File: config.mk
export PLATFORM = sky130hd
export DESIGN_NAME = pvp_cam_row
export DESIGN_NICKNAME = d
export VERILOG_FILES = /design/src/pvp_cam_row.sv
export SDC_FILE = /design/constraint.sdc
export NUM_CORES = 2
export LEC_CHECK = 0
export BUFFER_PORTS_ARGS = -buffer_cell sky130_fd_sc_hd__buf_4
export CORE_MARGIN = 2
export CORE_UTILIZATION = 60
export CTS_BUF_LIST = sky130_fd_sc_hd__clkbuf_16
export DETAILED_ROUTE_END_ITERATION = 8
export GPL_ROUTABILITY_DRIVEN = 0
export PLACE_DENSITY = 0.89
export SYNTH_ARGS = -nofsm -noshare
export SYNTH_HDL_FRONTEND = slang
export SYNTH_SLANG_ARGS = --single-unit
File: constraint.sdc
create_clock -name clk_i -period 6.8 [get_ports clk_i]
set_input_delay 0.34 -clock clk_i [delete_from_list [all_inputs] [get_ports clk_i]]
set_output_delay 0.34 -clock clk_i [all_outputs]
set_load 0.05 [all_outputs]
File: src/pvp_cam_row.sv
// One row of the world-to-camera transform: three products and a sum.
// Two register stages; depends on nothing but its ports.
`default_nettype none
module pvp_cam_row #(
  parameter int unsigned COORD_BITS = 16,
  parameter int unsigned CAM_W      = 50
) (
  input  wire logic                         clk_i,
  input  wire logic                         en_i,
  input  wire logic        [63:0]           coef_a_i,
  input  wire logic        [63:0]           coef_b_i,
  input  wire logic signed [COORD_BITS-1:0] vx_i,
  input  wire logic signed [COORD_BITS-1:0] vy_i,
  input  wire logic signed [COORD_BITS-1:0] vz_i,
  output logic signed      [CAM_W-1:0]      cam_o
);
  localparam int unsigned PR_W = 32 + COORD_BITS;

  logic signed [PR_W-1:0]  p0_q, p1_q, p2_q;
  logic signed [PR_W-1:0]  p0_d, p1_d, p2_d;
  logic signed [31:0]      t_q;
  logic signed [CAM_W-1:0] sum_d, sum_q;

  always_comb begin
    p0_d = PR_W'($signed(coef_a_i[31:0]) * vx_i);
    p1_d = PR_W'($signed(coef_a_i[63:32]) * vy_i);
    p2_d = PR_W'($signed(coef_b_i[31:0]) * vz_i);
  end

  // Sums wrap at the accumulator width, as a 64-bit accumulator would.
  assign sum_d = CAM_W'(p0_q) + CAM_W'(p1_q) + CAM_W'(p2_q) + CAM_W'(t_q);

  always_ff @(posedge clk_i) begin
    if (en_i) begin
      p0_q  <= p0_d;
      p1_q  <= p1_d;
      p2_q  <= p2_d;
      t_q   <= $signed(coef_b_i[63:32]);
      sum_q <= sum_d;
    end
  end

  assign cam_o = sum_q;
endmodule
`default_nettype wire

==> flow_metrics.env <==
export IMPL_outcome="completed"
export IMPL_drtAntennaViolNets=0
export IMPL_synth_fp_nets=8796
export IMPL_insertion_delay_ns=0.54
export IMPL_drv_slew=0
export IMPL_seqCellArea_um2=6787
export IMPL_syn_to_final_growth_pct=6.621
export IMPL_ys_warn_count=0
export IMPL_dpl_hpwl_mm=135.0
export IMPL_final_util_pct=64.71
export IMPL_async_flop_share_pct=0
export IMPL_crit_slowest_cell="fa_1"
export IMPL_fillers=7703
export IMPL_synthDistinctLibCells=87
export IMPL_worstSetupEndpointType="flop"
export IMPL_grt_pass1_wl_mm=266.5
export IMPL_min_period_over_period_pct=95.47
export IMPL_slew_limit_headroom_pct=33.80
export IMPL_core_area_um2=105700
export IMPL_hold_slack_ns=0.01291
export IMPL_slowest_delay_ns=0.54
export IMPL_num_io_pins=228
export IMPL_fin_nets=8915
export IMPL_ys_ff_latch=226
export IMPL_critPathKind="primary input to flop"
export IMPL_htree_levels=1
export IMPL_wl_mm=163.1
export IMPL_drtIter0Drc=3883
export IMPL_holdPathStages=1
export IMPL_rows=119
export IMPL_post_cts_resized=0
export IMPL_fin_cells=8201
export IMPL_hold_violations=0
export IMPL_worst_pin_slew_ns=0.9930
export IMPL_portBuffers=227
export IMPL_clkTransAtPathRegs_ns=0.07
export IMPL_clock_sinks=226
export IMPL_crit_family="adder cells"
export IMPL_min_period_ns=6.492
export IMPL_die_h_um=331
export IMPL_die_w_um=331
export IMPL_post_synth_top_area_cell="fa_1"
export IMPL_grt_max_degree=86
export IMPL_antenna_found_initial=3
export IMPL_cp_arrival_ns=6.78
export IMPL_max_cap_viol_count=0
export IMPL_finalClockSkew_ns=0.01951
export IMPL_hold_path_class="primary input to flop"
export IMPL_clockRootBuffer="clkbuf_16"
export IMPL_die_area_um2=109600
export IMPL_rr_worst_depth=17
export IMPL_path_depth=26
export IMPL_cp_num_buf_inv=7
export IMPL_start_util_pct=60.69
export IMPL_track_usage_pct=31.11
export IMPL_finalSetupViolCount=0
export IMPL_syn_area_um2=64160
export IMPL_critPathMostFrequentCell="fa_1"
export IMPL_overflow=0
export IMPL_synth_top_area_share_pct=48.52
export IMPL_post_cts_buffers=0
export IMPL_cts_buffers=24
export IMPL_first_pass_iters=6
export IMPL_drt_drc_violations_left=0
export IMPL_dominantRegCellSynth="edfxtp_1"
export IMPL_ys_top_cells_by_area="fa_1 (49%), edfxtp_1 (11%), inv_1 (9.8%)"
export IMPL_fmax_mhz=154.0
export IMPL_netlist_instances=6672
export IMPL_synth_edf_count=226
export IMPL_seq_area_frac_synth_pct=10.58
export IMPL_dp_cells=8136
export IMPL_wl_per_cell_um=19.88
export IMPL_clk_path_buf_depth=3
export IMPL_drt_vias_per_instance=5.724
export IMPL_multi_input_area_um2=50090
export IMPL_path_max_fanout=7
export IMPL_cts_tree="done"
export IMPL_worstSetupStartpointType="primary input"
export IMPL_vias=46941
export IMPL_rsz0062_at_grt="no"
export IMPL_grt_pass1_vias=52900
export IMPL_synth_area_per_cell_um2=9.616
export IMPL_critical_path_required_ns=7.09
export IMPL_tns_ns=0
export IMPL_hold_buffers=19
export IMPL_drive_above_1_share_pct=5.993
logic make-up after synthesis:
family | Yosys count | synth area share (%)
buffers and inverters | 1938 | 11.36
flip-flops | 226 | 10.58
AND/OR/NAND/NOR | 1861 | 14.03
adder cells (fa/ha/maj) | 1946 | 56.15
XOR/XNOR | 203 | 2.771
AO/OA/AOI/OAI | 498 | 5.119
worst paths after layout:
| path | from | end | slack, ns |
|---|---|---|---|
| worst min register to register | t_q[0] | cam_o[0] | 0.58 |
| worst max-delay path | vy_i[4] | p1_q[45] | 0.31 |
| worst min-delay path | coef_b_i[50] | t_q[18] | 0.01 |
| worst max register to register | p2_q[0] | cam_o[49] | 1.12 |
state kept, by name (all words and copies together), names as in the netlist:
signal	flops
cam_o	50
p0_q	48
p1_q	48
p2_q	48
t_q	32
placed cells by master (no fill, tap or decap), types with 17 or more instances in the layout:
| cell type | instances |
|---|---|
| inv_1 | 1687 |
| a21oi_1 | 173 |
| edfxtp_1 | 226 |
| a31oi_1 | 17 |
| nand4_1 | 22 |
| xor2_1 | 48 |
| nor2b_1 | 23 |
| and3_1 | 21 |
| nand3_1 | 38 |
| ha_1 | 391 |
| fa_1 | 1555 |
| buf_4 | 324 |
| nand2_1 | 905 |
| dlygate4sd3_1 | 20 |
| a21o_1 | 93 |
| o21a_1 | 18 |
| clkbuf_16 | 25 |
| and2_1 | 617 |
| nand2b_1 | 41 |
| nor2_1 | 147 |
| o21bai_1 | 27 |
| xnor2_1 | 155 |
| o21ai_0 | 78 |
synth_stat cells (3+ instances only):
cell      count
o21a_1       18
nand3_1      38
buf_1         4
nor3_1       15
o21bai_1     27
xnor2_1     155
a21o_1       93
a221o_1       5
or3_1         3
ha_1        391
a21boi_0      4
a211o_1       5
nand2_1     905
nand4_1      22
clkbuf_1    244
o21ai_0      78
and2_1      617
a31oi_1      17
a41oi_1       4
or2_2         4
o21ai_1       6
nand3b_1      4
nor2_1      147
edfxtp_1    226
inv_1      1683
and3_1       21
a21oi_1     173
clkbuf_2      3
o211ai_1      6
a21o_2        3
xor2_1       48
nand2b_1     41
fa_1       1555
a31o_2        5
and4_1        5
nor2b_1      23
a211oi_1     10
through the flow:
step	setup WS, ns	instance area (um^2)
finish	0.3079	68410
global route	0.009220	68410
CTS	0.3916	68390
detailed placement	-0.09859	67400
global placement	0.02335	67400
floorplan	0.3267	64160
metal layers:
metal	vias to the layer above	track usage (%)	share of wire, %
li1	19807	-	-
met1	23715	37.38	34
met2	2674	53.34	50
met3	743	5.393	9.4
met4	2	17.44	6.6
met5	-	0	0.0080
worst register-to-register path: cells and delay by family (launching register included):
kind                     cells  cell delay, ns
adder cells (fa/ha/maj)      4            1.65
AO/OA/AOI/OAI                9            2.71
buffers and inverters        1            0.09
flip-flops                   1            0.53
XOR/XNOR                     1            0.14
AND/OR/NAND/NOR              2            0.29
cell type report:
type | count | area share [%]
inverter | 1685 | 9.246
multi-input combinational | 4508 | 73.22
clock buffer | 25 | 0.9145
timing repair buffer | 346 | 3.900
tap | 1391 | 2.544
clock inverter | 18 | 0.2488
antenna | 2 | 0.007316
sequential | 226 | 9.921
Power is not shown: default switching activity piles up to over one toggle a cycle in this logic, so the estimate is an artifact.
