$ cat src/pvp_pkg.sv
// Shared types and constants of the perspective vertex projector.
// Used by pvp_div_cell, the top level and the bench; depends on nothing.
`default_nettype none
package pvp_pkg;

  // Configuration register indexes.
  localparam logic [3:0] CFG_ROW0_A  = 4'd0;
  localparam logic [3:0] CFG_ROW0_B  = 4'd1;
  localparam logic [3:0] CFG_ROW1_A  = 4'd2;
  localparam logic [3:0] CFG_ROW1_B  = 4'd3;
  localparam logic [3:0] CFG_ROW2_A  = 4'd4;
  localparam logic [3:0] CFG_ROW2_B  = 4'd5;
  localparam logic [3:0] CFG_WIDTH   = 4'd6;
  localparam logic [3:0] CFG_HEIGHT  = 4'd7;

  localparam int unsigned CFG_IDX_W  = 4;
  localparam int unsigned SIZE_W     = 13;
  localparam int unsigned PIX_W      = 32;
  localparam int unsigned COLOR_W    = 24;
  // Quotient bits resolved by the divider chain; the rest saturates.
  localparam int unsigned QUO_BITS   = 31;

  localparam logic [PIX_W-1:0]   PIX_MAX     = 32'h7FFF_FFFF;
  localparam logic [PIX_W-1:0]   PIX_MIN     = 32'h8000_0000;
  localparam logic [COLOR_W-1:0] COLOR_WHITE = 24'hFF_FFFF;
  localparam logic [COLOR_W-1:0] COLOR_BLACK = 24'h00_0000;

  localparam logic [SIZE_W-1:0]  WIDTH_RST  = 13'd1024;
  localparam logic [SIZE_W-1:0]  HEIGHT_RST = 13'd768;

  // How a coordinate is finished: by division, or fixed by a zero depth.
  typedef enum logic [1:0] {
    KIND_NORM = 2'd0,
    KIND_ZERO = 2'd1,
    KIND_MIN  = 2'd2,
    KIND_MAX  = 2'd3
  } pvp_kind_e;

  // Control word that travels alongside the division data.
  typedef struct packed {
    pvp_kind_e kind_x;
    pvp_kind_e kind_y;
    logic      neg_x;
    logic      neg_y;
    logic      sat_x;
    logic      sat_y;
    logic      white;
    logic      last;
  } pvp_side_t;

endpackage
`default_nettype wire

$ cat src/pvp_div_cell.sv
// One cell of the divider chain: one restoring step for each coordinate.
// Depends on pvp_pkg for the control word.
`default_nettype none
module pvp_div_cell #(
  parameter int unsigned D_W = 51,
  parameter int unsigned QB  = 31
) (
  input  wire logic              clk_i,
  input  wire logic              rst_ni,
  input  wire logic              en_i,
  input  wire logic              valid_i,
  input  wire pvp_pkg::pvp_side_t side_i,
  input  wire logic [D_W-1:0]    d_i,
  input  wire logic [D_W-1:0]    rx_i,
  input  wire logic [D_W-1:0]    ry_i,
  input  wire logic [QB-1:0]     px_i,
  input  wire logic [QB-1:0]     py_i,
  input  wire logic [QB-1:0]     qx_i,
  input  wire logic [QB-1:0]     qy_i,
  output logic                   valid_o,
  output pvp_pkg::pvp_side_t     side_o,
  output logic [D_W-1:0]         d_o,
  output logic [D_W-1:0]         rx_o,
  output logic [D_W-1:0]         ry_o,
  output logic [QB-1:0]          px_o,
  output logic [QB-1:0]          py_o,
  output logic [QB-1:0]          qx_o,
  output logic [QB-1:0]          qy_o
);
  logic [D_W:0]   rx2, ry2, dd, dfx, dfy;
  logic           gex, gey;
  logic [D_W-1:0] rx_d, ry_d;

  always_comb begin
    dd   = {1'b0, d_i};
    rx2  = {rx_i, px_i[QB-1]};
    ry2  = {ry_i, py_i[QB-1]};
    gex  = rx2 >= dd;
    gey  = ry2 >= dd;
    dfx  = rx2 - dd;
    dfy  = ry2 - dd;
    rx_d = gex ? dfx[D_W-1:0] : rx2[D_W-1:0];
    ry_d = gey ? dfy[D_W-1:0] : ry2[D_W-1:0];
  end

  always_ff @(posedge clk_i or negedge rst_ni) begin
    if (!rst_ni) begin
      valid_o <= 1'b0;
    end else if (en_i) begin
      valid_o <= valid_i;
    end
  end

  always_ff @(posedge clk_i) begin
    if (en_i) begin
      side_o <= side_i;
      d_o    <= d_i;
      rx_o   <= rx_d;
      ry_o   <= ry_d;
      px_o   <= {px_i[QB-2:0], 1'b0};
      py_o   <= {py_i[QB-2:0], 1'b0};
      qx_o   <= {qx_i[QB-2:0], gex};
      qy_o   <= {qy_i[QB-2:0], gey};
    end
  end
endmodule
`default_nettype wire

$ cat config.mk
export PLATFORM = sky130hd
export DESIGN_NAME = pvp_div_cell
export DESIGN_NICKNAME = d
export VERILOG_FILES = /design/src/pvp_pkg.sv /design/src/pvp_div_cell.sv
export SDC_FILE = /design/constraint.sdc
export NUM_CORES = 1
export LEC_CHECK = 0
export ABC_AREA = 0
export BUFFER_PORTS_ARGS = -buffer_cell sky130_fd_sc_hd__buf_2
export CAP_MARGIN = 10
export CORE_AREA = 8 8 220 222
export CTS_CLUSTER_SIZE = 12
export DETAILED_ROUTE_END_ITERATION = 10
export DIE_AREA = 0 0 228 230
export HOLD_SLACK_MARGIN = 0.15
export SLEW_MARGIN = 20
export SYNTH_ARGS = -nofsm -noshare
export SYNTH_HDL_FRONTEND = slang
export SYNTH_SLANG_ARGS = --single-unit
$ cat constraint.sdc
create_clock -name clk_i -period 0.9 [get_ports clk_i]
set_clock_uncertainty 0.05 [all_clocks]
set_input_delay 0.09 -clock clk_i [delete_from_list [all_inputs] [get_ports clk_i]]
set_output_delay 0.09 -clock clk_i [all_outputs]
set_load 0.03 [all_outputs]
==> results of run 1 <==
-- power groups by stage --
stage | clock, mW | combinational [mW] | sequential, mW
2_1_floorplan | 0 | 5.02 | 20.1
3_3_place_gp | 0 | 14.4 | 17.1
3_5_place_dp | 0 | 14.5 | 17.2
4_1_cts | 13.3 | 18.3 | 17.3
5_1_grt | 13.8 | 20.9 | 17.5
6_report | 13.0 | 19.9 | 17.3
-- flip-flops by register name (all words and copies together) (netlist names) --
signal   flops
d_o         51
rx_o        51
ry_o        51
qx_o        31
qy_o        31
px_o        30
py_o        30
side_o      10
valid_o      1
-- per-stage QoR --
step / setup TNS, ns / worst slack (ns) / area, µm² / instances / hold slack, ns
2_1_floorplan: -172.86 / -1.84 / 16300 / 1410 / -0.256
3_3_place_gp: -242.31 / -2.42 / 23100 / 2984 / -0.180
3_5_place_dp: -248.32 / -2.40 / 23100 / 2984 / -0.180
4_1_cts: -263.09 / -1.60 / 30000 / 3344 / -0.319
5_1_grt: -273.16 / -1.67 / 31300 / 3386 / -0.296
6_report: -259.67 / -1.65 / 31300 / 3391 / -0.276
-- how the worst min path moves through the flow --
stage                start             endpoint  slack, ns  cells past startpoint
detailed placement  rst_ni  valid_o$_DFFE_PN0P_      -0.18                      1
CTS                 d_i[0]     d_o[0]$_DFFE_PP_      -0.32                      1
global placement    rst_ni  valid_o$_DFFE_PN0P_      -0.18                      1
global route        d_i[0]     d_o[0]$_DFFE_PP_      -0.30                      1
floorplan           rst_ni  valid_o$_DFFE_PN0P_      -0.26                      0
finish              d_i[0]     d_o[0]$_DFFE_PP_      -0.28                      1
-- timing repair --
action,CTS,global route
resized for setup,795,210
hold buffers,272,9
hold endpoints to repair,529,230
setup endpoints to repair,390,390
pin swaps,68,101
setup buffers,26,16
cloned,7,12
-- cells in the mapped netlist (17+ instances only) --
| master | count |
|---|---|
| nor2_1 | 101 |
| a21o_1 | 67 |
| ha_1 | 102 |
| inv_1 | 71 |
| nand4_1 | 28 |
| nand2_1 | 128 |
| a31oi_1 | 17 |
| nand3_1 | 17 |
| xnor2_1 | 56 |
| clkbuf_1 | 39 |
| o21ai_0 | 96 |
| a21oi_1 | 142 |
| edfxtp_1 | 285 |
| xor2_1 | 38 |
-- cell families after synthesis --
group,count (synthesis)
AO/OA/AOI/OAI,417
AND/OR/NAND/NOR,357
flip-flops,286
buffers and inverters,137
adder cells (fa/ha/maj),104
XOR/XNOR,94
multiplexers,13
other,1
-- layout make-up --
class                           count  area (µm²)
Clock buffer                       40         895
Antenna cell                       19        47.5
Fill cell                        3144       13600
Tap cell                          600         751
Multi-Input combinational cell    988        8380
Sequential cell                   286        8580
Inverter                           71         337
Clock inverter                     17         131
Timing Repair Buffer             1370       12100
-- cell usage in the layout (no fill, tap or decap), types with 8 or more instances in the layout --
cell	synthesis	routed
diode_2	0	19
buf_6	5	318
o21ai_1	5	16
o21bai_1	14	13
nand2_2	0	22
nor2b_1	16	13
nor3_1	12	11
o21ai_0	96	38
a21oi_1	142	96
nor2_4	0	27
inv_2	0	12
edfxtp_1	285	285
nand2b_1	14	13
a21oi_4	0	8
xnor2_1	56	52
ha_1	102	62
a21oi_2	3	41
inv_1	71	47
buf_8	0	10
nand2_4	0	8
nor2_1	101	61
mux2_4	0	12
a31oi_1	17	10
nand4_1	28	28
nor2_2	0	13
ha_4	0	37
dlygate4sd3_1	0	279
buf_4	3	461
a21o_1	67	67
nand2_1	128	98
nand3_1	17	14
o21ai_2	0	43
buf_12	0	24
xor2_1	38	35
buf_2	16	264
clkbuf_16	0	44
-- per-layer routing --
metal / up-vias / routed length [µm]
met5: - / 131
met2: 654 / 39100
met1: 8157 / 27900
met4: 20 / 3820
met3: 195 / 5550
li1: 7936 / -
-- worst max-delay path, delay by kind of cell --
| family | cells | cell delay, ns |
|---|---|---|
| AO/OA/AOI/OAI | 6 | 1.67 |
| adder cells (fa/ha/maj) | 2 | 0.35 |
| multiplexers | 1 | 0.29 |
| AND/OR/NAND/NOR | 1 | 0.05 |
| buffers and inverters | 3 | 0.33 |
==> qor.txt, run 1 <==
Root Driver - clkbuf_16
Synth Cell Area - 15800 µm²
Hold Vio Cnt, Final - 29
met3 Use GR - 0.0762
Clock transition at path regs - 0.06 ns
Logic pwr share - 0.396
Final ANT Viol Nets - 0
Seq/Total Area, Yosys - 0.545
Psw - 16.8 mW
internal power - 33.5 mW
io pins - 579
vias in the first global route - 17800
Vias - 17000
Slew @ Worst Pin - 0.545 ns
clock share of power - 0.259
met1 Use GR - 0.290
GRT busiest layer - met2
worst skew pair latency - 0.53 ns
period utilisation layout - 2.83
layout cells sized above 1 - 0.525
area delta synth->final - 98.5%
xor and xnor area share after synthesis - 0.0523
Die Y - 230 µm
Util after Layout - 0.697
register-to-register path setup slack - 0.07 ns
Netlist cell types - 74
Ys Warns - 0
class of the worst hold path - in -> reg
Initial Util - 0.351
Gate Count Post-Synth - 1409
largest net degree at the start of global routing - 28
largest family of logic cells by synthesized area - compound AO/OA/AOI/OAI gates
setup ws final - -1.65 ns
worst-path maximum fanout - 7
sw frac - 0.334
outcome - finished, violations left
critical path endpoint - ry_o[10]$_DFFE_PP_
global-route wire length before repair - 109 mm
Routed WL - 76.6 mm
GRT Util Overall - 0.269
top_reg_cell synth - edfxtp_1
initial antenna violation count - 28
Critical Path RT - 1.14 ns
Flop pwr share - 0.345
min Tclk post-route - 2.55 ns
Remaining DRCs - 0
Post-synth ARST share - 0.00350
mux contribution to synthesized area - 0.00929
Total Die Area - 52400 µm²
critical path class - in -> reg
Synth top area share - 0.543
critical path, cell by cell - buf_12, inv_12, ha_4, fa_2, nor2b_4, o31a_1, o41a_1, a31o_4, a211oi_4, a21oi_2, a41o_4, buf_12, mux2_4
Hold Worst Slack - -0.276 ns
Slew Viols, Final - 0
PwrDens - 1610 nW/µm²
largest cells by area after synthesis - edfxtp_1, ha_1, a21oi_1
unrepaired setup endpoints after global routing - true
grt met2 use - 0.480
Post-Synth Adder-Cell Area - 0.0836
Core Region - 44900 µm²
critical path arrival - 2.79 ns
Fmax achieved - 393 MHz
Max rail drop VDD - 1.44 mV
Reg-to-Reg Start - valid_o$_DFFE_PN0P_
largest area contributor in the netlist - edfxtp_1
floorplan row count - 78
compound-gate portion of the synthesized area - 0.168
dpl hpwl - 53.5 mm
max cap viols - 0
CP max-delay cell - o41a_1
Setup violations, final - 390
GPL Wtd Cong - 0.910
clk sinks - 286
DR iter-0 viols - 1019
Crit. End Element - flop
worst r2r dst - valid_o$_DFFE_PN0P_
post-synthesis register bit count - 286
most used cell, CP - buf_12
Initial DRT Pass Iterations - 5
Post-Synth Simple-Gate Area - 0.105
Static Leakage - 13.8 nW
Worst setup SP type - input pin
violated checks - hold timing, setup timing
Syn Area/Cell - 11.2 µm²
# port buffers - 574
# nets final - 3147
R2R depth - 1
total power - 50.3 mW
clock tree from TritonCTS - built
CTS H-tree lvls - 2
Wirelength per Cell - 22.6 µm
Die Wd - 228 µm
via/cell ratio - 5.00
critical path launch point - py_i[30]
Slowest Stage Delay on Critical Path - 0.41 ns
total grt overflow - 0
number of synthesized flops with an enable pin - 285
Slew Limit Headroom - 0.633
total CTS buffers - 35
Max clock buf depth - 3
(Power assumes the default switching activity.)
==> run 2: changes to the inputs <==
--- a/config.mk
+++ b/config.mk
@@ -13,6 +13,8 @@
 export DETAILED_ROUTE_END_ITERATION = 10
 export DIE_AREA = 0 0 228 230
 export HOLD_SLACK_MARGIN = 0.15
+export PLACE_DENSITY = 0.69
+export REMOVE_ABC_BUFFERS = 1
 export SLEW_MARGIN = 20
 export SYNTH_ARGS = -nofsm -noshare
 export SYNTH_HDL_FRONTEND = slang
==> qor.txt, run 2 (synthesized netlist as in run 1, its figures left out) <==
register-to-register path setup slack - 0 ns (-0.07 ns)
unrepaired setup endpoints after global routing - true
Psw - 17.2 mW (+2.1%)
max cap viols - 0 (unchanged)
via/cell ratio - 5.33 (+6.6%)
initial antenna violation count - 24 (-14%)
Die Y - 230 µm (unchanged)
CP max-delay cell - or4_4
critical path, cell by cell - buf_2, inv_1, ha_1, and4_1, nand4_1, or4_4, nor2_4, a211oi_4, buf_6, a21oi_4, a41o_4, buf_12, mux2_2
Slowest Stage Delay on Critical Path - 0.62 ns (+0.21 ns)
Max rail drop VDD - 1.41 mV (-1.9%)
vias in the first global route - 17600 (-0.98%)
Logic pwr share - 0.391 (-0.005)
# nets final - 3112 (-1.1%)
clock share of power - 0.262 (+0.003)
Fill cells - 3027 (-3.7%)
Root Driver - clkbuf_16
Util after Layout - 0.679 (-0.0181)
sw frac - 0.342 (+0.00749)
Flop pwr share - 0.347 (+0.002)
critical path arrival - 3.09 ns (+0.30 ns)
Static Leakage - 13.6 nW (-1.3%)
Die Wd - 228 µm (unchanged)
most frequent cells in the layout - buf_4, buf_6, edfxtp_1, dlygate4sd3_1, buf_2
class of the worst hold path - in -> reg
critical path class - in -> reg
Hold Vio Cnt, Final - 4 (-86%)
Final ANT Viol Nets - 0 (unchanged)
Crit. End Element - flop
GPL Wtd Cong - 0.972 (+6.8%)
Initial DRT Pass Iterations - 6 (+1)
Core Region - 44900 µm² (unchanged)
family with the most delay on the worst path - simple AND/OR/NAND/NOR gates
Routed WL - 81.9 mm (+6.9%)
worst r2r dst - valid_o$_DFFE_PN0P_
Slew Viols, Final - 0 (unchanged)
total grt overflow - 0 (unchanged)
period utilisation layout - 3.18 (+0.351)
largest net degree at the start of global routing - 31 (+11%)
total CTS buffers - 34 (-2.9%)
hold depth - 3 (+2)
top flop regs - d_o (51), rx_o (51), ry_o (51)
Initial Util - 0.351 (unchanged)
global-route wire length before repair - 107 mm (-1.8%)
area delta synth->final - 93.4%
Slew @ Worst Pin - 0.517 ns (-0.0286 ns)
Wirelength per Cell - 24.4 µm (+8.2%)
io pins - 579 (unchanged)
Total Die Area - 52400 µm² (unchanged)
floorplan row count - 78 (unchanged)
PwrDens - 1650 nW/µm² (+2.6%)
DR iter-0 viols - 1611 (+58%)
worst skew pair latency - 0.55 ns (+0.02 ns)
setup ws final - -1.96 ns (-0.316 ns)
GRT Util Overall - 0.259 (-0.00967)
Fmax achieved - 350 MHz (-11%)
Clock transition at path regs - 0.06 ns (about the same)
total power - 50.2 mW (about the same)
most common cell after layout, fill and taps aside - buf_4
internal power - 33.1 mW (-1.2%)
Max clock buf depth - 3 (unchanged)
violated checks - hold timing, setup timing
dpl hpwl - 51.1 mm (-4.5%)
R2R depth - 1 (unchanged)
Slew Limit Headroom - 0.652 (+0.0192)
CTS H-tree lvls - 2 (unchanged)
# port buffers - 574 (unchanged)
Worst setup SP type - input pin
clock tree from TritonCTS - built
Remaining DRCs - 0 (unchanged)
min Tclk post-route - 2.86 ns (+0.316 ns)
crit path buf inv count - 4 (+1)
Reg-to-Reg Start - valid_o$_DFFE_PN0P_
worst-path maximum fanout - 22 (+15)
HP Start - px_i[30]
Setup violations, final - 670 (+72%)
clk sinks - 286 (unchanged)
Hold EP - rx_o[0]$_DFFE_PP_
Vias - 17900 (+5.3%)
Hold Worst Slack - -0.219 ns (+0.0572 ns)
Critical Path RT - 1.13 ns (about the same)
layout cells sized above 1 - 0.496 (-0.0289)
outcome - finished, violations left
## run 2: cell type report
type                    count  area (µm²)  share of cell area
repair buffers           1337       11700               0.384
flip-flops and latches    286        8580               0.282
multi-input cells         987        8060               0.265
clock buffers              47         921              0.0302
well taps                 600         751              0.0246
inverters                  71         309              0.0101
clock inverters            14        97.6             0.00320
diodes                     10        25.0            0.000821
## run 2: worst max path at each step
stage	startpoint	endpoint	slack, ns	depth (start not counted)
floorplan	d_i[2]	rx_o[36]$_DFFE_PP_	-4.56	11
global placement	d_i[25]	rx_o[50]$_DFFE_PP_	-2.50	14
detailed placement	py_i[30]	ry_o[12]$_DFFE_PP_	-2.54	16
CTS	py_i[30]	ry_o[13]$_DFFE_PP_	-1.68	16
global route	d_i[14]	ry_o[17]$_DFFE_PP_	-2.03	14
finish	d_i[14]	ry_o[17]$_DFFE_PP_	-1.96	13
## run 2: per-layer routing
metal,vias to the layer above,global-route usage,routed length (µm)
met5,-,0,86
li1,7864,-,-
met4,14,0.0969,5400
met1,8628,0.281,28700
met3,345,0.0558,6180
met2,1015,0.490,41500
## run 2: per-stage QoR
| step | area, µm² | setup TNS [ns] | hold slack, ns | cells | setup WS [ns] |
|---|---|---|---|---|---|
| detailed placement | 22400 | -255.30 | -0.183 | 2943 | -2.54 |
| finish | 30500 | -329.36 | -0.219 | 3352 | -1.96 |
| CTS | 27700 | -312.00 | -0.230 | 3316 | -1.68 |
| global placement | 22400 | -252.51 | -0.184 | 2943 | -2.50 |
| floorplan | 15400 | -389.16 | -0.256 | 1344 | -4.56 |
| global route | 30500 | -351.18 | -0.225 | 3351 | -2.03 |
## run 2: power groups by stage
stage	clock, mW	combinational [mW]	sequential (mW)
2_1_floorplan	0	4.46	20.1
3_5_place_dp	0	13.9	17.2
4_1_cts	13.1	16.5	16.9
3_3_place_gp	0	13.7	17.1
6_report	13.2	19.6	17.4
5_1_grt	13.8	20.5	17.5
## run 2: timing repair
| item | 4_1_cts | 5_1_grt |
|---|---|---|
| endpoints found under the setup margin | 390 | 670 |
| gates cloned | 8 | 6 |
| hold buffers | 280 | 5 |
| pin swaps | 73 | 91 |
| gates resized for setup | 286 | 1035 |
| hold endpoints to repair | 570 | 269 |
| setup buffers | 28 | 23 |
## run 2: worst min-delay path: stages
cell,delay [ns]
buf_6,0.08
nand2_4,0.04
o21ai_2,0.04
==> run 3: changes to the inputs <==
--- a/config.mk
+++ b/config.mk
@@ -14,6 +14,7 @@
 export DIE_AREA = 0 0 228 230
 export HOLD_SLACK_MARGIN = 0.15
 export PLACE_DENSITY = 0.69
+export RECOVER_POWER = 100
 export REMOVE_ABC_BUFFERS = 1
 export SLEW_MARGIN = 20
 export SYNTH_ARGS = -nofsm -noshare
==> qor.txt, run 3 (synthesized netlist as in run 1, its figures left out) <==
outcome - finished, violations left
violated checks - hold timing, setup timing
Worst setup SP type - input pin
Wirelength per Cell - 24.4 µm (about the same)
Final ANT Viol Nets - 0 (unchanged)
total CTS buffers - 34 (unchanged)
class of the worst hold path - in -> reg
Slew Limit Headroom - 0.654 (+0.00244)
Static Leakage - 13.6 nW (-0.16%)
Total Die Area - 52400 µm² (unchanged)
max cap viols - 0 (unchanged)
Util after Layout - 0.678 (about the same)
total power - 50.2 mW (about the same)
Crit. End Element - flop
Slew @ Worst Pin - 0.513 ns (-0.00363 ns)
Max clock buf depth - 3 (unchanged)
clk sinks - 286 (unchanged)
DR iter-0 viols - 1683 (+4.5%)
most common cell after layout, fill and taps aside - buf_4
initial antenna violation count - 24 (unchanged)
dpl hpwl - 51.1 mm (unchanged)
setup TNS - -329.24 ns (+0.115 ns)
period utilisation layout - 3.18 (about the same)
largest net degree at the start of global routing - 31 (unchanged)
io pins - 579 (unchanged)
Remaining DRCs - 0 (unchanged)
critical path class - in -> reg
layout cells sized above 1 - 0.494 (-0.00255)
clock tree from TritonCTS - built
PwrDens - 1650 nW/µm² (about the same)
Routed WL - 81.8 mm (about the same)
worst skew pair latency - 0.55 ns (about the same)
Hold Vio Cnt, Final - 4 (unchanged)
Initial DRT Pass Iterations - 8 (+2)
# nets final - 3112 (unchanged)
Max rail drop VDD - 1.42 mV (about the same)
Clock transition at path regs - 0.06 ns (about the same)
vias in the first global route - 17600 (unchanged)
critical path arrival - 3.10 ns (about the same)
Critical Path RT - 1.13 ns (about the same)
Initial Util - 0.351 (unchanged)
most frequent cells in the layout - buf_4, buf_6, edfxtp_1, dlygate4sd3_1, buf_2
min Tclk post-route - 2.86 ns (+0.00224 ns)
total grt overflow - 0 (unchanged)
Vias - 18000 (+0.49%)
Die Wd - 228 µm (unchanged)
floorplan row count - 78 (unchanged)
Core Region - 44900 µm² (unchanged)
Hold Worst Slack - -0.217 ns (+0.00164 ns)
Die Y - 230 µm (unchanged)
unrepaired setup endpoints after global routing - true
GPL Wtd Cong - 0.972 (unchanged)
GRT Util Overall - 0.259 (unchanged)
Slew Viols, Final - 0 (unchanged)
worst-path maximum fanout - 22 (unchanged)
Fmax achieved - 349 MHz (about the same)
CTS H-tree lvls - 2 (unchanged)
area delta synth->final - 93.3% (about the same)
setup ws final - -1.96 ns (-0.00224 ns)
# port buffers - 574 (unchanged)
via/cell ratio - 5.36 (+0.49%)
global-route wire length before repair - 107 mm (unchanged)
top flop regs - d_o (51), rx_o (51), ry_o (51)
Setup violations, final - 670 (unchanged)
Root Driver - clkbuf_16
run 3: where the power goes:
| group | switching (mW) | leakage (nW) | internal, mW |
|---|---|---|---|
| Sequential | 0.909 | 2.80 | 16.5 |
| Clock | 5.92 | 0.490 | 7.23 |
| Combinational | 10.3 | 10.3 | 9.29 |
run 3: cell type report:
type                       count  area (µm²)
fill                        3032       14400
antenna                       10        25.0
multi-input combinational    987        8060
inverter                      71         309
sequential                   286        8580
clock inverter                14        97.6
timing repair buffer        1337       11700
clock buffer                  47         921
tap                          600         751
run 3: timing repair:
item                       in CTS  in global routing
gates cloned                    8                  6
pin swaps                      73                 91
hold buffers                  280                  5
hold endpoints to repair      570                269
setup endpoints to repair     390                670
resized for setup             286               1035
setup buffers                  28                 23
run 3: final timing paths:
check                                      endpoint  slack (ns)                start  cells after the start
worst max-delay path             ry_o[17]$_DFFE_PP_       -1.96              d_i[14]                     13
worst min-delay path              rx_o[0]$_DFFE_PP_       -0.22             px_i[30]                      3
worst max register to register  valid_o$_DFFE_PN0P_           0  valid_o$_DFFE_PN0P_                      1
worst min register to register  valid_o$_DFFE_PN0P_        0.59  valid_o$_DFFE_PN0P_                      1
max in group asynchronous       valid_o$_DFFE_PN0P_        0.30               rst_ni                      3
min in group asynchronous       valid_o$_DFFE_PN0P_        0.36               rst_ni                      3
run 3: critical path, stage by stage:
cell      delay, ns
buf_2          0.09
inv_1          0.06
ha_1           0.32
and4_1         0.27
nand4_1        0.28
or4_4          0.62
nor2_4         0.13
a211oi_4       0.09
buf_6          0.14
a21oi_4        0.13
a41o_4         0.26
buf_12         0.20
mux2_2         0.37
run 3: stage by stage:
stage | hold slack, ns | cells | worst slack, ns | area, µm²
finish | -0.217 | 3352 | -1.96 | 30400
global route | -0.225 | 3351 | -2.03 | 30400
CTS | -0.230 | 3316 | -1.68 | 27700
detailed placement | -0.183 | 2943 | -2.54 | 22400
global placement | -0.184 | 2943 | -2.50 | 22400
floorplan | -0.256 | 1344 | -4.56 | 15400
run 3: per-layer routing:
| layer | track usage | wire, µm | up-vias |
|---|---|---|---|
| li1 | - | - | 7867 |
| met2 | 0.490 | 41400 | 1041 |
| met4 | 0.0969 | 5600 | 14 |
| met5 | 0 | 86 | - |
| met1 | 0.281 | 28800 | 8666 |
| met3 | 0.0558 | 6020 | 365 |
